### src/sv/rmts_pkg.sv
// Package with the shared codes and control structures of the rate-monotonic task scheduler.
`timescale 1ns / 1ps

package rmts_pkg;

    // Transaction kinds on the input channel.
    localparam logic [1:0] KIND_SCHED = 2'd0;
    localparam logic [1:0] KIND_ELECT = 2'd1;
    localparam logic [1:0] KIND_TICK  = 2'd2;

    // Result status codes.
    localparam logic [1:0] STS_OK    = 2'd0;
    localparam logic [1:0] STS_ZERO  = 2'd1;
    localparam logic [1:0] STS_FULL  = 2'd2;

    // Which pass the slot scan is currently making.
    typedef enum logic [1:0] {
        PH_SCHED = 2'd0,
        PH_TICK  = 2'd1,
        PH_ELECT = 2'd2
    } phase_t;

    // Commands from the controller to the datapath.
    typedef struct packed {
        logic load;       // capture an input transaction, clear the result
        logic elect_prep; // update the running task's ready bit, start an election
        logic read;       // read the slot tables at the scan index
        logic eval;       // evaluate the slot just read
        logic idx_inc;    // step the scan index
        logic finish;     // close the pass that has just ended
        logic emit;       // load the output register
    } cmd_t;

    // Status from the datapath to the controller.
    typedef struct packed {
        logic [1:0] kind;
        phase_t     phase;
        logic       need;
        logic       last;
        logic       out_free;
    } sts_t;

endpackage

### src/sv/rmts_ctrl.sv
// Controller state machine that sequences the slot scans of the scheduler.
`timescale 1ns / 1ps

module rmts_ctrl
    import rmts_pkg::*;
(
    input  logic aclk,
    input  logic aresetn,
    input  logic s_tvalid,
    output logic s_tready,
    input  sts_t sts,
    output cmd_t cmd
);

    typedef enum logic [5:0] {
        ST_IDLE  = 6'b000001,
        ST_PREP  = 6'b000010,
        ST_READ  = 6'b000100,
        ST_EVAL  = 6'b001000,
        ST_FIN   = 6'b010000,
        ST_DONE  = 6'b100000
    } state_t;

    state_t state_reg, state_next;

    always_ff @(posedge aclk) begin
        if (!aresetn) begin
            state_reg <= ST_IDLE;
        end else begin
            state_reg <= state_next;
        end
    end

    always_comb begin
        state_next = state_reg;
        cmd        = '0;
        s_tready   = 1'b0;
        case (state_reg)
            ST_IDLE: begin
                s_tready = 1'b1;
                if (s_tvalid) begin
                    cmd.load = 1'b1;
                end
            end
            ST_PREP: begin
                cmd.elect_prep = 1'b1;
                state_next     = ST_READ;
            end
            ST_READ: begin
                cmd.read   = 1'b1;
                state_next = ST_EVAL;
            end
            ST_EVAL: begin
                cmd.eval = 1'b1;
                if (sts.last) begin
                    state_next = ST_FIN;
                end else begin
                    cmd.idx_inc = 1'b1;
                    state_next  = ST_READ;
                end
            end
            ST_FIN: begin
                cmd.finish = 1'b1;
                if (sts.phase == PH_TICK && sts.need) begin
                    state_next = ST_PREP;
                end else begin
                    state_next = ST_DONE;
                end
            end
            ST_DONE: begin
                if (sts.out_free) begin
                    cmd.emit   = 1'b1;
                    state_next = ST_IDLE;
                end
            end
            default: begin
                state_next = ST_IDLE;
            end
        endcase
        if (state_reg == ST_IDLE && s_tvalid) begin
            case (sts.kind)
                KIND_SCHED: state_next = ST_READ;
                KIND_TICK:  state_next = ST_READ;
                KIND_ELECT: state_next = ST_PREP;
                default:    state_next = ST_DONE;
            endcase
        end
    end

endmodule

### src/sv/rmts_dp.sv
// Datapath of the scheduler: slot tables, scan registers and the output register.
`timescale 1ns / 1ps

module rmts_dp
    import rmts_pkg::*;
#(
    parameter int MAX_TASKS   = 16,
    parameter int PERIOD_BITS = 16
) (
    input  logic        aclk,
    input  logic        aresetn,
    input  logic [1:0]  s_tuser,
    input  logic [71:0] s_tdata,
    output logic        m_tvalid,
    input  logic        m_tready,
    output logic [71:0] m_tdata,
    input  logic        cfg_wen,
    input  logic [31:0] cfg_wdata,
    input  cmd_t        cmd,
    output sts_t        sts
);

    localparam int SW = (MAX_TASKS > 1) ? $clog2(MAX_TASKS) : 1;
    localparam int PB = PERIOD_BITS;
    localparam logic [SW-1:0] LAST_IDX = SW'(MAX_TASKS - 1);

    // Slot tables held in memories; only active slots are ever read for meaning.
    logic [31:0]  handle_mem [MAX_TASKS];
    logic [PB-1:0] period_mem [MAX_TASKS];
    logic [PB-1:0] cd_mem     [MAX_TASKS];
    logic [31:0]   rd_handle_reg;
    logic [PB-1:0] rd_period_reg;
    logic [PB-1:0] rd_cd_reg;

    logic [MAX_TASKS-1:0] active_reg, ready_reg;

    logic [31:0]   idle_reg;
    logic [31:0]   hin_reg;
    logic [PB-1:0] pin_reg;
    logic          still_reg;
    logic [15:0]   mask_reg;
    phase_t        phase_reg;
    logic [SW-1:0] idx_reg;

    logic          run_valid_reg;
    logic [SW-1:0] run_slot_reg;
    logic [31:0]   run_handle_reg;
    logic [PB-1:0] run_period_reg;

    logic          found_reg, free_found_reg, best_found_reg, need_reg;
    logic [SW-1:0] found_slot_reg, free_slot_reg, best_slot_reg;
    logic [PB-1:0] best_period_reg;
    logic [31:0]   best_handle_reg;

    logic [1:0]  res_status_reg;
    logic [3:0]  res_slot_reg;
    logic [31:0] res_el_handle_reg;
    logic        res_el_idle_reg, res_preempt_reg;

    logic        m_tvalid_reg;
    logic [71:0] m_tdata_reg;

    // Per-slot evaluation of the tick pass, and the running task's new ready bit.
    logic [6:0]    idx_w, run_w;
    logic          mask_bit, run_mask_bit, cur_ready;
    logic [PB-1:0] cd_dec;
    logic          reload, rdy_new;

    always_comb begin
        idx_w        = 7'(idx_reg);
        run_w        = 7'(run_slot_reg);
        mask_bit     = (idx_w < 7'd16) && mask_reg[idx_w[3:0]];
        run_mask_bit = (run_w < 7'd16) && mask_reg[run_w[3:0]];
        cur_ready    = (phase_reg == PH_TICK) ? run_mask_bit : still_reg;
        cd_dec       = (rd_cd_reg != '0) ? rd_cd_reg - PB'(1) : rd_cd_reg;
        reload       = (cd_dec == '0);
        rdy_new      = ready_reg[idx_reg] | (reload & mask_bit);
    end

    always_ff @(posedge aclk) begin
        if (cmd.read) begin
            rd_handle_reg <= handle_mem[idx_reg];
            rd_period_reg <= period_mem[idx_reg];
            rd_cd_reg     <= cd_mem[idx_reg];
        end
        if (cmd.finish && phase_reg == PH_SCHED && !found_reg && free_found_reg
                && pin_reg != '0) begin
            handle_mem[free_slot_reg] <= hin_reg;
            period_mem[free_slot_reg] <= pin_reg;
            cd_mem[free_slot_reg]     <= pin_reg;
        end else if (cmd.eval && phase_reg == PH_TICK && active_reg[idx_reg]) begin
            cd_mem[idx_reg] <= reload ? rd_period_reg : cd_dec;
        end
    end

    // Scan and payload registers.
    always_ff @(posedge aclk) begin
        if (cmd.load) begin
            hin_reg           <= s_tdata[31:0];
            pin_reg           <= PB'(s_tdata[47:32]);
            still_reg         <= s_tdata[48];
            mask_reg          <= s_tdata[64:49];
            idx_reg           <= '0;
            found_reg         <= 1'b0;
            free_found_reg    <= 1'b0;
            need_reg          <= 1'b0;
            res_status_reg    <= STS_OK;
            res_slot_reg      <= '0;
            res_el_handle_reg <= '0;
            res_el_idle_reg   <= 1'b0;
            res_preempt_reg   <= 1'b0;
        end
        if (cmd.elect_prep) begin
            idx_reg        <= '0;
            best_found_reg <= 1'b0;
        end
        if (cmd.idx_inc) begin
            idx_reg <= idx_reg + SW'(1);
        end
        if (cmd.eval) begin
            case (phase_reg)
                PH_SCHED: begin
                    if (active_reg[idx_reg] && rd_handle_reg == hin_reg && !found_reg) begin
                        found_reg      <= 1'b1;
                        found_slot_reg <= idx_reg;
                    end
                    if (!active_reg[idx_reg] && !free_found_reg) begin
                        free_found_reg <= 1'b1;
                        free_slot_reg  <= idx_reg;
                    end
                end
                PH_TICK: begin
                    if (active_reg[idx_reg] && reload && rdy_new) begin
                        if (!run_valid_reg) begin
                            need_reg <= 1'b1;
                        end else if (idx_reg != run_slot_reg
                                && rd_period_reg < run_period_reg) begin
                            need_reg <= 1'b1;
                        end
                    end
                end
                PH_ELECT: begin
                    if (active_reg[idx_reg] && ready_reg[idx_reg]
                            && (!best_found_reg || rd_period_reg < best_period_reg)) begin
                        best_found_reg  <= 1'b1;
                        best_slot_reg   <= idx_reg;
                        best_period_reg <= rd_period_reg;
                        best_handle_reg <= rd_handle_reg;
                    end
                end
                default: ;
            endcase
        end
        if (cmd.finish) begin
            case (phase_reg)
                PH_SCHED: begin
                    if (found_reg) begin
                        res_slot_reg <= 4'(found_slot_reg);
                    end else if (!free_found_reg) begin
                        res_status_reg <= STS_FULL;
                    end else if (pin_reg == '0) begin
                        res_status_reg <= STS_ZERO;
                    end else begin
                        res_slot_reg <= 4'(free_slot_reg);
                    end
                end
                PH_TICK: begin
                    res_preempt_reg <= need_reg;
                end
                PH_ELECT: begin
                    res_el_handle_reg <= best_found_reg ? best_handle_reg : idle_reg;
                    res_el_idle_reg   <= !best_found_reg;
                    run_slot_reg      <= best_slot_reg;
                    run_handle_reg    <= best_handle_reg;
                    run_period_reg    <= best_period_reg;
                end
                default: ;
            endcase
        end
        if (cmd.emit) begin
            m_tdata_reg <= {run_valid_reg ? run_handle_reg : idle_reg, res_preempt_reg,
                            res_el_idle_reg, res_el_handle_reg, res_slot_reg,
                            res_status_reg};
        end
    end

    // Control state with reset.
    always_ff @(posedge aclk) begin
        if (!aresetn) begin
            idle_reg      <= '0;
            active_reg    <= '0;
            ready_reg     <= '0;
            run_valid_reg <= 1'b0;
            phase_reg     <= PH_SCHED;
            m_tvalid_reg  <= 1'b0;
        end else begin
            if (cfg_wen) begin
                idle_reg <= cfg_wdata;
            end
            if (cmd.load) begin
                phase_reg <= (s_tuser == KIND_ELECT) ? PH_ELECT :
                             (s_tuser == KIND_TICK)  ? PH_TICK  : PH_SCHED;
            end
            if (cmd.elect_prep) begin
                phase_reg <= PH_ELECT;
                if (run_valid_reg) begin
                    ready_reg[run_slot_reg] <= cur_ready;
                end
            end
            if (cmd.eval && phase_reg == PH_TICK && active_reg[idx_reg]) begin
                ready_reg[idx_reg] <= rdy_new;
            end
            if (cmd.finish && phase_reg == PH_SCHED) begin
                if (found_reg) begin
                    ready_reg[found_slot_reg] <= 1'b1;
                end else if (free_found_reg && pin_reg != '0) begin
                    active_reg[free_slot_reg] <= 1'b1;
                    ready_reg[free_slot_reg]  <= 1'b1;
                end
            end
            if (cmd.finish && phase_reg == PH_ELECT) begin
                run_valid_reg <= best_found_reg;
            end
            if (cmd.emit) begin
                m_tvalid_reg <= 1'b1;
            end else if (m_tready) begin
                m_tvalid_reg <= 1'b0;
            end
        end
    end

    assign m_tvalid     = m_tvalid_reg;
    assign m_tdata      = m_tdata_reg;
    assign sts.kind     = s_tuser;
    assign sts.phase    = phase_reg;
    assign sts.need     = need_reg;
    assign sts.last     = (idx_reg == LAST_IDX);
    assign sts.out_free = !m_tvalid_reg || m_tready;

endmodule

### src/sv/rate_monotonic_task_scheduler_top.sv
// Top level of the rate-monotonic task scheduler: controller and datapath.
`timescale 1ns / 1ps

// Channel      Direction  Contents
// s_  input    in         tuser: kind; tdata: handle, period, still-ready flag, ready mask
// m_  result   out        tdata: status, slot, elected handle and idle flag, preempt, running
// cfg_         in         write enable and data of the idle handle register
//
// Each input transaction of a known kind is worked by a scan over all task slots,
// each slot being read from memory and then evaluated. An elect first updates the
// running task's ready bit; a preempting tick is followed by an election scan, and
// a transaction of unknown kind goes straight to the result with no scan.
// The slot memories have a single read port, so the slots are scanned one at a time.
// Reset (aresetn, synchronous, active low) clears the active and ready bits and
// the running task; slot memories need no clearing pass. A result waiting on a
// stalled master side does not stop the next input transaction being taken.
module rate_monotonic_task_scheduler_top
    import rmts_pkg::*;
#(
    parameter int MAX_TASKS   = 16,
    parameter int PERIOD_BITS = 16
) (
    input  logic        aclk,
    input  logic        aresetn,
    input  logic        s_tvalid,
    output logic        s_tready,
    input  logic [1:0]  s_tuser,   // [1:0] kind
    // [31:0] task_handle, [47:32] task_period, [48] current_still_ready,
    // [64:49] ready_state_mask, [71:65] zero
    input  logic [71:0] s_tdata,
    output logic        m_tvalid,
    input  logic        m_tready,
    // [1:0] status, [5:2] task_slot, [37:6] elected_handle, [38] elected_idle,
    // [39] preempt, [71:40] running_handle
    output logic [71:0] m_tdata,
    input  logic        cfg_wen,
    input  logic [31:0] cfg_wdata
);

    cmd_t cmd;
    sts_t sts;

    rmts_ctrl u_ctrl (
        .aclk     (aclk),
        .aresetn  (aresetn),
        .s_tvalid (s_tvalid),
        .s_tready (s_tready),
        .sts      (sts),
        .cmd      (cmd)
    );

    rmts_dp #(
        .MAX_TASKS   (MAX_TASKS),
        .PERIOD_BITS (PERIOD_BITS)
    ) u_dp (
        .aclk      (aclk),
        .aresetn   (aresetn),
        .s_tuser   (s_tuser),
        .s_tdata   (s_tdata),
        .m_tvalid  (m_tvalid),
        .m_tready  (m_tready),
        .m_tdata   (m_tdata),
        .cfg_wen   (cfg_wen),
        .cfg_wdata (cfg_wdata),
        .cmd       (cmd),
        .sts       (sts)
    );

endmodule
### config.mk
export PLATFORM = sky130hd
export DESIGN_NAME = rate_monotonic_task_scheduler_top
export DESIGN_NICKNAME = d
export VERILOG_FILES = /design/src/sv/rmts_pkg.sv /design/src/sv/rmts_ctrl.sv /design/src/sv/rmts_dp.sv /design/src/sv/rate_monotonic_task_scheduler_top.sv
export SDC_FILE = /design/constraint.sdc
export NUM_CORES = 2
export LEC_CHECK = 0
export ABC_AREA = 1
export BUFFER_PORTS_ARGS = -buffer_cell sky130_fd_sc_hd__buf_4
export CORE_MARGIN = 3
export CORE_UTILIZATION = 55
export CTS_CLUSTER_SIZE = 8
export DETAILED_ROUTE_END_ITERATION = 8
export GPL_ROUTABILITY_DRIVEN = 0
export PLACE_DENSITY = 0.7
export SYNTH_ARGS = -nofsm -noshare
export SYNTH_HDL_FRONTEND = slang
export SYNTH_SLANG_ARGS = --single-unit
### constraint.sdc
create_clock -name aclk -period 9.2 [get_ports aclk]
set_clock_uncertainty 0.1 [all_clocks]
set_input_delay 1.84 -clock aclk [delete_from_list [all_inputs] [get_ports aclk]]
set_output_delay 1.84 -clock aclk [all_outputs]
set_load 0.1 [all_outputs]
==> out/qor.txt <==
DIE WIDTH: 330.2 um
Post-CTS Resized: 0
CP most frequent cell: nand2_1
Root Buffer: clkbuf_16
die area: 109000 sq um
Hold WC Path Type: flip-flop to flip-flop
proportion of synthesized area in mux cells: 0
total power: 14.84 mW
sequential area share after synthesis: 0.7375
biggest regs: u_dp.handle_mem (512), u_dp.cd_mem (256), u_dp.period_mem (256)
r2r setup slk: 4390 ps
nets@finish: 5053
largest cells by area after synthesis: edfxtp_1 70%, o21ai_0 6.4%, nor2_1 4.4%
Port Buf Inserts: 177
drt total wl: 146.4 mm
synthesized net count: 4853
sw frac: 0.2210
Crit Path Max Fanout: 119
post-synthesis compound-gate area fraction: 0.1071
Critical Path Max Stage Delay: 1070 ps
DIE HEIGHT: 330.2 um
Switch Pwr: 3.279 mW
CTS Hold Bufs: 0
DP Wirelength: 77.62 mm
initial antenna violation count: 4
Crit. End Element: flip-flop
Vias: 38270
Final ANT Viol Nets: 0
crit-path cells: inv_8 > o21ai_0 > nand2_1 > nand2_1 > nand2_1 > nor2_4 > nor2_8 > nand2_4 > o21ai_0 > nor2_1 > nand2_1 > nor2_1 > buf_4
Crit Path Class: flip-flop to flip-flop
max reg flops: 512
synthesized-area fraction occupied by and/or/nand/nor cells: 0.1111
cell count after synthesis: 4707
share of layout cells above drive strength 1: 0.1122
first-pass iteration count of the detailed router: 6
post-synthesis cell type count: 46
Main synth FF type: edfxtp_1
Internal: 11.56 mW
Setup TNS Final: 0 ps
core area: 103900 sq um
VDD IR max: 0.1850 mV
first-pass GRT wire length: 217.3 mm
most flop-heavy register: u_dp.handle_mem
post-CTS setup buffers: 0
clock period minus worst slack: 4807 ps
Commonest cells post-synth: 1341 x edfxtp_1, 736 x o21ai_0, 673 x nor2_1
Power Density: 224.8 nW/um^2
CTS Buf Count: 200
YS warnings: 0
initial core utilization: 0.5561
measured slew at the worst slew-check pin: 1311 ps
count leader, synth: edfxtp_1
CP max-delay cell: edfxtp_1
run status: finished clean
Seq pwr share: 0.502
post-synth top area share: 0.6967
EDFF count, synth: 1341
All-Layer GR Usage: 0.2661
Worst Setup Start Kind: flip-flop
fmax: 208.0 MHz
Required @ worst endpoint: 9540 ps
MaxCap Viol Count: 0
largest net degree at the start of global routing: 227
vias in the first global route: 35500
ant diodes: 0
XOR/XNOR Fraction of Synth Area: 0.001515
Static Leak: 22.88 nW
CTS tree: built
WL per Instance: 23.02 um
Async S/R FF share, synth: 0
clk_lat worst skew: 770 ps
clk slew on worst S/H paths: 50 ps
synthesized cell area: 57800 sq um
main combinational cell family by area after synthesis: simple AND/OR/NAND/NOR gates
Finished Layout Cells: 6361
number of core rows: 118
DR iter-0 viols: 5002
gr ovfl total: 0
syn_area_per_cell: 12.28 sq um
P&R area growth vs syn: 14.20%
placed cell count: 6085
Slew headroom: 0.1258
Clock power frac: 0.441
Post-route DRC: 0
post-synthesis adder-cell area fraction: 0.007576
leading area contributor after synthesis: edfxtp_1
H-tree depth: 4
CP arrival: 5150 ps
Logic pwr share: 0.057
Final Cycle Share: 0.5225
I/O Pins: 185
#FFs+latches synth: 1459
setup violators final: 0
Vias/cell: 6.016
fin. max-slew vios: 0
RSZ-0062 raised after global routing: false
Final Hold Viols: 0
CTS sink count: 1459
Clock Path Buffers: 3
[per-stage QoR]
step | hold slack, ps | util | cell area (sq um) | setup WS (ps)
floorplan | 300.3 | - | 57800 | 1714
global placement | 300.5 | 0.5817 | 60470 | 4628
detailed placement | 304.5 | 0.5817 | 60470 | 4545
CTS | 315.0 | 0.6351 | 66010 | 4560
global route | 332.8 | 0.6351 | 66010 | 4133
finish | 314.8 | 0.6351 | 66010 | 4393
[layer usage]
layer  vias to the layer above  part of all wire  global-route usage
met1                     18580              0.42              0.3942
met4                         0             0.025             0.08401
met2                      2045              0.45              0.4023
met3                       294              0.11             0.05089
li1                      17350                 -                   -
met5                         -                 0                   0
[path summary, 6_finish.rpt]
path | end | depth (start not counted) | from
setup reg to reg | u_dp.cd_mem[10][2]$_DFFE_PP_ | 13 | u_dp.idx_reg[0]$_SDFFCE_PN0P_
hold / removal | u_dp.run_slot_reg[0]$_DFFE_PP_ | 0 | u_dp.best_slot_reg[0]$_DFFE_PP_
hold reg to reg | u_dp.run_slot_reg[0]$_DFFE_PP_ | 0 | u_dp.best_slot_reg[0]$_DFFE_PP_
setup / recovery | u_dp.cd_mem[10][2]$_DFFE_PP_ | 13 | u_dp.idx_reg[0]$_SDFFCE_PN0P_
[cell families (layout without fill, tap and decap cells)]
family | count (synthesis) | after routing
and+or+nand+nor | 1545 | 1545
xor gates and xnor gates | 10 | 10
DFF | 1459 | 1459
adders and majority gates | 35 | 35
AOI/OAI and AO/OA | 1147 | 1147
buffers and inverters | 511 | 785
[cell usage in the layout, fill, tap and decap left out, drive strengths merged, types with 2 or more instances in the layout]
cell type	count
o21ai	747
nand2	630
o22ai	271
ha	35
a31oi	2
dfxtp	118
o221ai	3
nand3	76
clkbuf	265
xor2	4
clkinv	21
o211ai	7
nand4	105
inv	242
nor2	685
nor4	9
nand3b	8
xnor2	6
a22oi	2
or2	13
nor3	17
a21oi	107
buf	257
edfxtp	1341
o2111ai	3
[critical path, delay by kind of cell, from the launching register on]
kind                   cells  cell delay (ps)
AND/OR/NAND/NOR            9             1880
AO/OA/AOI/OAI              2              450
buffers and inverters      2              850
flip-flops                 1             1070
[power by group through the flow]
stage	clock, mW	sequential [mW]	combinational (mW)
floorplan	0	7.54	0.546
global placement	0	7.57	0.818
detailed placement	0	7.57	0.830
CTS	6.63	7.45	0.837
global route	6.90	7.45	0.928
finish	6.54	7.45	0.844
[layout make-up]
| class | count | area (sq um) |
|---|---|---|
| timing repair buffer | 257 | 1954 |
| clock buffer | 265 | 5334 |
| tap | 1380 | 1727 |
| fill | 7636 | 37930 |
| multi-input combinational | 2737 | 13180 |
| inverter | 252 | 974.7 |
| clock inverter | 11 | 210.2 |
| sequential | 1459 | 42630 |
(Power assumes the default switching activity.)
